<file path="src/itr_pkg.sv">
// Shared types, constants and the digit-to-ASCII function for the radix converter.
package itr_pkg;

  // Fixed field widths of the channels
  localparam int IN_VALUE_W = 32;
  localparam int RADIX_W    = 6;
  localparam int CHAR_W     = 7;
  localparam int DIGIT_W    = 6;

  // Legal radix range
  localparam logic [RADIX_W-1:0] MIN_RADIX = 6'd2;
  localparam logic [RADIX_W-1:0] MAX_RADIX = 6'd36;

  // ASCII codes
  localparam logic [CHAR_W-1:0] CHAR_MINUS = 7'd45;
  localparam logic [CHAR_W-1:0] CHAR_ZERO  = 7'd48;
  localparam logic [CHAR_W-1:0] CHAR_A     = 7'd65;

  // Commands from the controller to the datapath
  typedef struct packed {
    logic load;        // capture a new item
    logic div_step;    // one restoring-division bit
    logic store;       // write remainder, keep quotient
    logic rd_req;      // read one stored digit
    logic emit_sign;   // load '-' into the output register
    logic emit_digit;  // load the read digit into the output register
  } cmd_t;

  // Status from the datapath to the controller
  typedef struct packed {
    logic radix_ok;    // incoming radix is 2..36
    logic div_last;    // current division step is the last one
    logic conv_done;   // quotient is zero or digit store is full
    logic negative;    // value was signed and negative
    logic rd_last;     // digit being emitted is the least significant
    logic out_free;    // output register can take a beat this cycle
  } sts_t;

  // Digit value to ASCII: 0-9 then A-Z; anything else reads as '0'
  function automatic logic [CHAR_W-1:0] digit_char(input logic [DIGIT_W-1:0] d);
    logic [DIGIT_W-1:0] off;
    logic [CHAR_W-1:0]  ch;
    off = d - 6'd10;
    if (d < 6'd10) begin
      ch = CHAR_ZERO + CHAR_W'(d);
    end else if (d < MAX_RADIX) begin
      ch = CHAR_A + CHAR_W'(off);
    end else begin
      ch = CHAR_ZERO;
    end
    return ch;
  endfunction

endpackage

</file>
<file path="src/itr_in_if.sv">
// Input channel: value, signedness and radix with valid/ready.
interface itr_in_if;
  logic                            valid;
  logic                            ready;
  logic [itr_pkg::IN_VALUE_W-1:0]  value_bits;
  logic                            is_signed;
  logic [itr_pkg::RADIX_W-1:0]     radix;

  modport source (output valid, output value_bits, output is_signed, output radix,
                  input ready);
  modport sink   (input valid, input value_bits, input is_signed, input radix,
                  output ready);
endinterface

</file>
<file path="src/itr_out_if.sv">
// Result channel: one ASCII character per beat with valid/ready.
interface itr_out_if;
  logic                        valid;
  logic                        ready;
  logic [itr_pkg::CHAR_W-1:0]  char_code;
  logic                        last_char;

  modport source (output valid, output char_code, output last_char, input ready);
  modport sink   (input valid, input char_code, input last_char, output ready);
endinterface

</file>
<file path="src/itr_ram.sv">
// Generic single-write, single-read RAM with registered read data.
module itr_ram #(
  parameter int WIDTH = 6,
  parameter int DEPTH = 32
) (
  input  logic                     clk,
  input  logic                     we,
  input  logic [$clog2(DEPTH)-1:0] waddr,
  input  logic [WIDTH-1:0]         wdata,
  input  logic                     re,
  input  logic [$clog2(DEPTH)-1:0] raddr,
  output logic [WIDTH-1:0]         rdata
);

  logic [WIDTH-1:0] mem_r [DEPTH];
  logic [WIDTH-1:0] rdata_r;

  always_ff @(posedge clk) begin
    if (we) begin
      mem_r[waddr] <= wdata;
    end
    if (re) begin
      rdata_r <= mem_r[raddr];
    end
  end

  assign rdata = rdata_r;

endmodule

</file>
<file path="src/itr_dp.sv">
// Datapath: bit-serial divider, digit store, character mapping and output register.
module itr_dp #(
  parameter int VALUE_WIDTH = 32
) (
  input  logic                             clk,
  input  logic                             rst_n,
  input  logic [itr_pkg::IN_VALUE_W-1:0]   in_value_bits,
  input  logic                             in_is_signed,
  input  logic [itr_pkg::RADIX_W-1:0]      in_radix,
  output logic                             out_valid,
  input  logic                             out_ready,
  output logic [itr_pkg::CHAR_W-1:0]       out_char_code,
  output logic                             out_last_char,
  input  itr_pkg::cmd_t                    cmd,
  output itr_pkg::sts_t                    sts
);

  localparam int CW = $clog2(VALUE_WIDTH + 1);  // digit count
  localparam int AW = $clog2(VALUE_WIDTH);      // digit store address
  localparam int BW = $clog2(VALUE_WIDTH);      // division bit counter

  // Work registers
  logic [VALUE_WIDTH-1:0]          work_r;
  logic [itr_pkg::DIGIT_W-1:0]     rem_r;
  logic [itr_pkg::RADIX_W-1:0]     base_r;
  logic                            neg_r;
  logic [CW-1:0]                   count_r;
  logic [BW-1:0]                   bitcnt_r;
  logic [AW-1:0]                   rd_idx_r;

  // Output register
  logic                            out_valid_r;
  logic [itr_pkg::CHAR_W-1:0]      out_char_r;
  logic                            out_last_r;

  // Input conditioning: low VALUE_WIDTH bits, magnitude of negative signed values
  logic [VALUE_WIDTH-1:0]          in_v;
  logic                            in_neg;
  logic [VALUE_WIDTH-1:0]          in_mag;

  assign in_v   = VALUE_WIDTH'(in_value_bits);
  assign in_neg = in_is_signed & in_v[VALUE_WIDTH-1];
  assign in_mag = in_neg ? (~in_v + 1'b1) : in_v;

  // One restoring-division step
  logic [itr_pkg::DIGIT_W:0]       trial;
  logic [itr_pkg::DIGIT_W:0]       diff;
  logic                            q_bit;
  logic [itr_pkg::DIGIT_W-1:0]     rem_step;

  assign trial    = {rem_r, work_r[VALUE_WIDTH-1]};
  assign diff     = trial - {1'b0, base_r};
  assign q_bit    = (trial >= {1'b0, base_r});
  assign rem_step = q_bit ? diff[itr_pkg::DIGIT_W-1:0] : trial[itr_pkg::DIGIT_W-1:0];

  // Digit store
  logic [itr_pkg::DIGIT_W-1:0]     rd_digit;

  itr_ram #(
    .WIDTH (itr_pkg::DIGIT_W),
    .DEPTH (VALUE_WIDTH)
  ) u_digit_store (
    .clk   (clk),
    .we    (cmd.store),
    .waddr (count_r[AW-1:0]),
    .wdata (rem_r),
    .re    (cmd.rd_req),
    .raddr (rd_idx_r),
    .rdata (rd_digit)
  );

  // Conversion registers
  always_ff @(posedge clk) begin
    if (cmd.load) begin
      work_r   <= in_mag;
      neg_r    <= in_neg;
      base_r   <= in_radix;
      count_r  <= '0;
      rem_r    <= '0;
      bitcnt_r <= BW'(VALUE_WIDTH - 1);
    end else if (cmd.div_step) begin
      work_r   <= {work_r[VALUE_WIDTH-2:0], q_bit};
      rem_r    <= rem_step;
      bitcnt_r <= bitcnt_r - 1'b1;
    end else if (cmd.store) begin
      count_r  <= count_r + 1'b1;
      rem_r    <= '0;
      bitcnt_r <= BW'(VALUE_WIDTH - 1);
      rd_idx_r <= count_r[AW-1:0];
    end else if (cmd.emit_digit) begin
      rd_idx_r <= rd_idx_r - 1'b1;
    end
  end

  // Output register: holds a beat until the sink takes it
  always_ff @(posedge clk) begin
    if (!rst_n) begin
      out_valid_r <= 1'b0;
    end else if (cmd.emit_sign || cmd.emit_digit) begin
      out_valid_r <= 1'b1;
    end else if (out_ready) begin
      out_valid_r <= 1'b0;
    end
  end

  always_ff @(posedge clk) begin
    if (cmd.emit_sign) begin
      out_char_r <= itr_pkg::CHAR_MINUS;
      out_last_r <= 1'b0;
    end else if (cmd.emit_digit) begin
      out_char_r <= itr_pkg::digit_char(rd_digit);
      out_last_r <= (rd_idx_r == '0);
    end
  end

  assign out_valid     = out_valid_r;
  assign out_char_code = out_char_r;
  assign out_last_char = out_last_r;

  // Status back to the controller
  always_comb begin
    sts           = '0;
    sts.radix_ok  = in_radix inside {[itr_pkg::MIN_RADIX:itr_pkg::MAX_RADIX]};
    sts.div_last  = (bitcnt_r == '0);
    sts.conv_done = (work_r == '0) || (count_r == CW'(VALUE_WIDTH - 1));
    sts.negative  = neg_r;
    sts.rd_last   = (rd_idx_r == '0);
    sts.out_free  = !out_valid_r || out_ready;
  end

`ifndef SYNTHESIS
  // A new beat never overwrites one the sink has not taken
  a_no_overwrite: assert property (@(posedge clk) disable iff (!rst_n)
    (cmd.emit_sign || cmd.emit_digit) |-> (!out_valid_r || out_ready))
    else $error("output beat overwritten while stalled");

  // A finished division leaves a remainder below the radix
  a_rem_range: assert property (@(posedge clk) disable iff (!rst_n)
    cmd.store |-> (rem_r < base_r))
    else $error("remainder not below radix");

  // The digit count never passes the store depth
  a_count_range: assert property (@(posedge clk) disable iff (!rst_n)
    cmd.store |=> (count_r <= CW'(VALUE_WIDTH)))
    else $error("digit count beyond store depth");
`endif

endmodule

</file>
<file path="src/itr_ctrl.sv">
// Controller: sequences load, per-digit division, digit store and character output.
module itr_ctrl (
  input  logic          clk,
  input  logic          rst_n,
  input  logic          in_valid,
  output logic          in_ready,
  output itr_pkg::cmd_t cmd,
  input  itr_pkg::sts_t sts
);

  typedef enum logic [5:0] {
    S_IDLE   = 6'b000001,
    S_DIV    = 6'b000010,
    S_STORE  = 6'b000100,
    S_SIGN   = 6'b001000,
    S_RDADDR = 6'b010000,
    S_EMIT   = 6'b100000
  } state_t;

  state_t state_r;
  state_t state_nxt;

  // Next state and commands
  always_comb begin
    state_nxt = state_r;
    cmd       = '0;
    in_ready  = 1'b0;
    case (state_r)
      S_IDLE: begin
        in_ready = 1'b1;
        if (in_valid && sts.radix_ok) begin
          cmd.load  = 1'b1;
          state_nxt = S_DIV;
        end
      end
      S_DIV: begin
        cmd.div_step = 1'b1;
        if (sts.div_last) begin
          state_nxt = S_STORE;
        end
      end
      S_STORE: begin
        cmd.store = 1'b1;
        if (sts.conv_done) begin
          state_nxt = sts.negative ? S_SIGN : S_RDADDR;
        end else begin
          state_nxt = S_DIV;
        end
      end
      S_SIGN: begin
        if (sts.out_free) begin
          cmd.emit_sign = 1'b1;
          state_nxt     = S_RDADDR;
        end
      end
      S_RDADDR: begin
        cmd.rd_req = 1'b1;
        state_nxt  = S_EMIT;
      end
      S_EMIT: begin
        if (sts.out_free) begin
          cmd.emit_digit = 1'b1;
          state_nxt      = sts.rd_last ? S_IDLE : S_RDADDR;
        end
      end
      default: begin
        state_nxt = S_IDLE;
      end
    endcase
  end

  // State register
  always_ff @(posedge clk) begin
    if (!rst_n) begin
      state_r <= S_IDLE;
    end else begin
      state_r <= state_nxt;
    end
  end

`ifndef SYNTHESIS
  // A digit is stored only after the last division step
  a_store_after_div: assert property (@(posedge clk) disable iff (!rst_n)
    (state_r == S_STORE) |-> ($past(state_r) == S_DIV && $past(sts.div_last)))
    else $error("digit stored before division finished");

  // An accepted item with a legal radix closes the input until it is done
  a_busy_after_load: assert property (@(posedge clk) disable iff (!rst_n)
    (in_valid && in_ready && sts.radix_ok) |=> !in_ready)
    else $error("input still open after load");

  // Every digit beat is preceded by its store read
  a_read_before_emit: assert property (@(posedge clk) disable iff (!rst_n)
    cmd.emit_digit |-> ($past(cmd.rd_req) || $past(state_r) == S_EMIT))
    else $error("digit emitted without a store read");
`endif

endmodule

</file>
<file path="src/integer_to_radix_digits.sv">
// Sequence: a load, then per digit one quotient bit per cycle in the shared restoring
// divider followed by a store into the digit store, then per character out a digit
// store read and an output load, with a minus sign loaded first for a negative value.
// Throughput: one item at a time; the next is taken once its last character is loaded
// into the output register.
// Reset: synchronous active-low rst_n clears the state machine and the output valid.
module integer_to_radix_digits #(
  parameter int VALUE_WIDTH = 32
) (
  input  logic       clk,
  input  logic       rst_n,
  itr_in_if.sink     in_ch,
  itr_out_if.source  out_ch
);

  itr_pkg::cmd_t cmd;
  itr_pkg::sts_t sts;

  // Sequencer
  itr_ctrl u_ctrl (
    .clk      (clk),
    .rst_n    (rst_n),
    .in_valid (in_ch.valid),
    .in_ready (in_ch.ready),
    .cmd      (cmd),
    .sts      (sts)
  );

  // Divider, digit store and output register
  itr_dp #(
    .VALUE_WIDTH (VALUE_WIDTH)
  ) u_dp (
    .clk           (clk),
    .rst_n         (rst_n),
    .in_value_bits (in_ch.value_bits),
    .in_is_signed  (in_ch.is_signed),
    .in_radix      (in_ch.radix),
    .out_valid     (out_ch.valid),
    .out_ready     (out_ch.ready),
    .out_char_code (out_ch.char_code),
    .out_last_char (out_ch.last_char),
    .cmd           (cmd),
    .sts           (sts)
  );

endmodule

</file>
<file path="src/flat_wrapper.sv">
// flat-port wrapper written by rule: the top's interface ports become plain ports
module integer_to_radix_digits_flat 
#(
  parameter int VALUE_WIDTH = 32
)
  (clk, rst_n, in_ch_valid, in_ch_value_bits, in_ch_is_signed, in_ch_radix, in_ch_ready, out_ch_valid, out_ch_char_code, out_ch_last_char, out_ch_ready);
  itr_in_if in_ch_i ();
  itr_out_if out_ch_i ();
  input  logic clk;
  input  logic rst_n;
  input wire logic [$bits(in_ch_i.valid)-1:0] in_ch_valid;
  input wire logic [$bits(in_ch_i.value_bits)-1:0] in_ch_value_bits;
  input wire logic [$bits(in_ch_i.is_signed)-1:0] in_ch_is_signed;
  input wire logic [$bits(in_ch_i.radix)-1:0] in_ch_radix;
  output wire logic [$bits(in_ch_i.ready)-1:0] in_ch_ready;
  output wire logic [$bits(out_ch_i.valid)-1:0] out_ch_valid;
  output wire logic [$bits(out_ch_i.char_code)-1:0] out_ch_char_code;
  output wire logic [$bits(out_ch_i.last_char)-1:0] out_ch_last_char;
  input wire logic [$bits(out_ch_i.ready)-1:0] out_ch_ready;
  assign in_ch_i.valid = in_ch_valid;
  assign in_ch_i.value_bits = in_ch_value_bits;
  assign in_ch_i.is_signed = in_ch_is_signed;
  assign in_ch_i.radix = in_ch_radix;
  assign in_ch_ready = in_ch_i.ready;
  assign out_ch_valid = out_ch_i.valid;
  assign out_ch_char_code = out_ch_i.char_code;
  assign out_ch_last_char = out_ch_i.last_char;
  assign out_ch_i.ready = out_ch_ready;
  integer_to_radix_digits #(.VALUE_WIDTH(VALUE_WIDTH)) u_core (.clk(clk), .rst_n(rst_n), .in_ch(in_ch_i), .out_ch(out_ch_i));
endmodule
</file>
<file path="config.mk">
export PLATFORM = sky130hd
export DESIGN_NAME = integer_to_radix_digits_flat
export DESIGN_NICKNAME = d
export VERILOG_FILES = /design/src/itr_pkg.sv /design/src/itr_in_if.sv /design/src/itr_out_if.sv /design/src/itr_ram.sv /design/src/itr_dp.sv /design/src/itr_ctrl.sv /design/src/integer_to_radix_digits.sv /design/src/flat_wrapper.sv
export SDC_FILE = /design/constraint.sdc
export NUM_CORES = 1
export LEC_CHECK = 0
export BUFFER_PORTS_ARGS = -buffer_cell sky130_fd_sc_hd__clkbuf_2
export CORE_MARGIN = 5
export CORE_UTILIZATION = 50
export CTS_BUF_LIST = sky130_fd_sc_hd__clkbuf_8
export CTS_CLUSTER_SIZE = 40
export DETAILED_ROUTE_END_ITERATION = 8
export PLACE_DENSITY = 0.77
export SETUP_SLACK_MARGIN = 0.3
export SYNTH_ARGS = -nofsm -noshare
export SYNTH_HDL_FRONTEND = slang
export SYNTH_SLANG_ARGS = --single-unit
</file>
<file path="constraint.sdc">
create_clock -name clk -period 3.78 [get_ports clk]
set_input_delay 0.567 -clock clk [delete_from_list [all_inputs] [get_ports clk]]
set_output_delay 0.567 -clock clk [all_outputs]
set_load 0.05 [all_outputs]
</file>
==> impl_metrics.csv <==
group,metric,value,unit
final_layout,regArea,7908,um2
global_routing,grt_max_degree,40,
sta,hold_viol,0,
sta,hold_ws,0.2215,ns
clock_tree,cts.repair.resized,0,
hold_path,min_from,"in_ch_radix[3]",
setup_path,crit_family,"simple AND/OR/NAND/NOR gates",
sta,fin_skew,0.02465,ns
route,drtPass1Iterations,5,
clock_tree,cts_hold_buf,0,
placed_design,io_buffers,52,
sta,max_slew.worst_pin.slew,0.9102,ns
placed_design,gp_congestion,0.9047,
floorplanning,design.core.area,24250,um2
sta,slew_violations,0,
final_layout,nNetsFinal,1008,
setup_path,crit_buf_inv,0,
clock_tree,clock_path_buffers,3,
global_routing,grt_usage,18.52,%
setup_path,start_kind,"flop",
final_layout,mostFrequentLayoutCells,"242 x edfxtp_1, 68 x nand2_1, 66 x nor2_1",
floorplanning,initial_core_util,50.66,%
clock_tree,cts_tree,"built",
route,vias,7698,
placed_design,hpwl,17.17,mm
synthesis,synth_async_sr_flop_share,0,%
run_status,status,"finished clean",
final_layout,drive_above_1_share,19.73,%
setup_path,r2r-start,"u_core.u_ctrl.state_r[3]$_SDFFE_PN0P_",
synthesis,syn_area,12280,um2
setup_path,r2r_setup_slack,0.87,ns
synthesis,synth_edf_count,242,
final_layout,diodes,0,
hold_path,min_path_cells,1,
setup_path,crit_fanout,9,
global_routing,antenna_found_initial,0,
setup_path,r2r_cells,4,
synthesis,syn_inst,871,
route,ant_nets,0,
sta,finalSetupViolations,0,
setup_path,crit_arrival,3.08,ns
sta,clock.fmax,0.3442,GHz
route,drt-total-wl,25.89,mm
route,routed_via_density,5.912,
setup_path,crit_start,"u_core.u_ctrl.state_r[3]$_SDFFE_PN0P_",
sta,rsz0062_at_grt,"false",
final_layout,final_common_cell,"edfxtp_1",
setup_path,slowest_delay,0.64,ns
floorplanning,row_count,57,
setup_path,timing.rr.end,"u_core.u_dp.u_digit_store.mem_r[20][2]$_DFFE_PP_",
setup_path,worst-path-stages,4,
synthesis,ys_seq_area_share,64.38,%
power_and_ir_drop,p_leak,4.744,nW
route,avgRoutedWirePerCell,19.89,um
synthesis,yosysUniqueCellTypes,65,
clock_tree,numClockSinks,274,
setup_path,cp-end-kind,"flop",
clock_tree,post_cts_buffers,0,
sta,finalSetupTns,0,ns
sta,post-route-period-util,76.87,%
global_routing,grt_remaining_overflow,0,
setup_path,path_cells,"or4b_1, nor2_1, nand2_1, nor2_1",
synthesis,synth.avg_cell_area,14.10,um2
clock_tree,htreeDepth,2,
hold_path,hp-class,"in -> reg",
floorplanning,io_pins,53,
clock_tree,clk_latency,0.55,ns
final_layout,multi_input_area,4100,um2
route,drtIter0Drc,751,
clock_tree,cts-root-buf,"clkbuf_8",
clock_tree,cts.clk_slew.worst_paths,0.06,ns
global_routing,grt_pass1_vias,7649,
setup_path,path_class,"reg -> reg",
floorplanning,die_w,166.7,um
route,drc,0,
synthesis,syn-num-nets,935,
hold_path,hold_end,"u_core.u_dp.base_r[3]$_DFFE_PN_",
clock_tree,cts_buffers,44,
final_layout,num-fill-cells,1902,
floorplanning,die_h,166.7,um
synthesis,synth_top_flop_cell,"edfxtp_1",
synthesis,ys_seq_elements,274,
flow_run,maxCapViolations,0,
global_routing,grt_pass1_wl,41.39,mm
setup_path,critPathSlowestCell,"nor2_1",
power_and_ir_drop,p_per_area,495.5,nW/um2
synthesis,yosysWarnings,0,
sta,relSlewSlack,39.10,%
setup_path,worstPathRequired,3.95,ns
sta,post-route-min-period,2.906,ns
final_layout,area_delta_synth_final,11.84,%
power_and_ir_drop,peakVddDrop,0.0003234,V
floorplanning,die-area,27800,um2
setup_path,path_common_cell,"nor2_1",
==> cell families after synthesis <==
| kind of cell | after synthesis | share of synthesized area (%) |
|---|---|---|
| adder cells (fa/ha/maj) | 22 | 2.282 |
| XOR/XNOR | 45 | 3.209 |
| buffers and inverters | 69 | 2.251 |
| AND/OR/NAND/NOR | 243 | 9.810 |
| AO/OA/AOI/OAI | 161 | 9.137 |
| flip-flops | 274 | 64.38 |
| multiplexers | 57 | 8.933 |
==> synthesized netlist by cell type, types with 5 or more instances <==
library cell    n  area (um2)
edfxtp_1      242        7267
nand2_1        68       255.2
nor2_1         66       247.7
o21ai_0        46       230.2
mux4_2         42       945.9
dfxtp_1        32       640.6
xor2_1         31       271.5
inv_1          28       105.1
clkbuf_1       24       90.09
ha_1           20       250.2
a21oi_1        19       95.09
nor4_1         17       106.4
nand3_1        15       75.07
mux2i_1        14       140.1
o221ai_1       14       122.6
xnor2_1        14       122.6
or2_2          13       81.33
o31ai_1        11       82.58
nand2b_1        9       56.30
a221oi_1        8       70.07
buf_2           8       40.04
or3_1           8       50.05
a22o_1          7       61.31
buf_1           7       26.28
nand4_1         7       43.79
nor2b_1         7       43.79
or4_1           7       52.55
o21ai_1         6       30.03
o22ai_1         6       37.54
o41ai_1         6       52.55
and2_1          5       31.28
nor3_1          5       25.02
o211ai_1        5       37.54
==> where the power goes <==
| part | total (mW) | internal [mW] | switching [mW] |
|---|---|---|---|
| sequential | 3.70 | 3.60 | 0.0966 |
| clock | 2.34 | 1.22 | 1.12 |
| combinational | 0.772 | 0.241 | 0.531 |
==> flip-flops by register name, indices dropped and copies added, names as in the netlist <==
signal / flops
u_core.u_dp.work_r: 32
u_core.u_dp.u_digit_store.mem_r: 192
u_core.u_dp.rd_idx_r: 5
u_core.u_dp.count_r: 6
u_core.u_dp.out_valid: 1
u_core.u_ctrl.state_r: 6
u_core.u_dp.u_digit_store.rdata: 6
u_core.u_dp.base_r: 6
u_core.u_dp.neg_r: 1
u_core.u_dp.bitcnt_r: 5
u_core.u_dp.rem_r: 6
u_core.u_dp.out_char_code: 7
u_core.u_dp.out_last_char: 1
==> layer usage <==
metal | vias up | part of all wire [%] | GRT usage (%)
met5 | - | 0 | 0
met4 | 0 | 2.2 | 5.550
met3 | 42 | 6.2 | 3.152
met2 | 301 | 49 | 30.66
met1 | 3801 | 42 | 25.46
li1 | 3554 | - | -
==> metrics by stage <==
step           power (mW)  setup WS [ns]  area, um2  cells  utilization, %
6_report            6.807         0.8743      13740   1302           56.65
3_5_place_dp        4.521         0.8447      12920   1222           53.28
3_3_place_gp        4.498         0.8986      12920   1222           53.28
5_1_grt             7.114         0.7005      13740   1302           56.65
2_1_floorplan       4.239         0.7117      12280    871               -
4_1_cts             6.845         0.8529      13740   1302           56.65
==> how the worst max path moves through the flow <==
stage                                                  endpoint  slack (ns)
3_3_place_gp                   u_core.u_dp.work_r[29]$_DFFE_PP_        0.90
3_5_place_dp   u_core.u_dp.u_digit_store.mem_r[20][2]$_DFFE_PP_        0.84
5_1_grt         u_core.u_dp.u_digit_store.mem_r[3][1]$_DFFE_PP_        0.70
6_report       u_core.u_dp.u_digit_store.mem_r[20][2]$_DFFE_PP_        0.87
4_1_cts         u_core.u_dp.u_digit_store.mem_r[3][1]$_DFFE_PP_        0.85
2_1_floorplan                   u_core.u_dp.work_r[0]$_DFFE_PP_        0.71
==> worst reg2reg max path, cell delays in order (launching register included) <==
cell and delay (ns):
dfxtp_1 0.37, or4b_1 0.61, nor2_1 0.47, nand2_1 0.45, nor2_1 0.65
==> area by class of cell <==
type | count | share of cell area (%)
flip-flops and latches | 274 | 57.56
clock buffers | 47 | 4.709
clock inverters | 33 | 1.239
well taps | 324 | 2.951
repair buffers | 67 | 2.896
inverters | 29 | 0.7924
multi-input cells | 528 | 29.85
No activity file was read; power rests on OpenSTA's default activity.
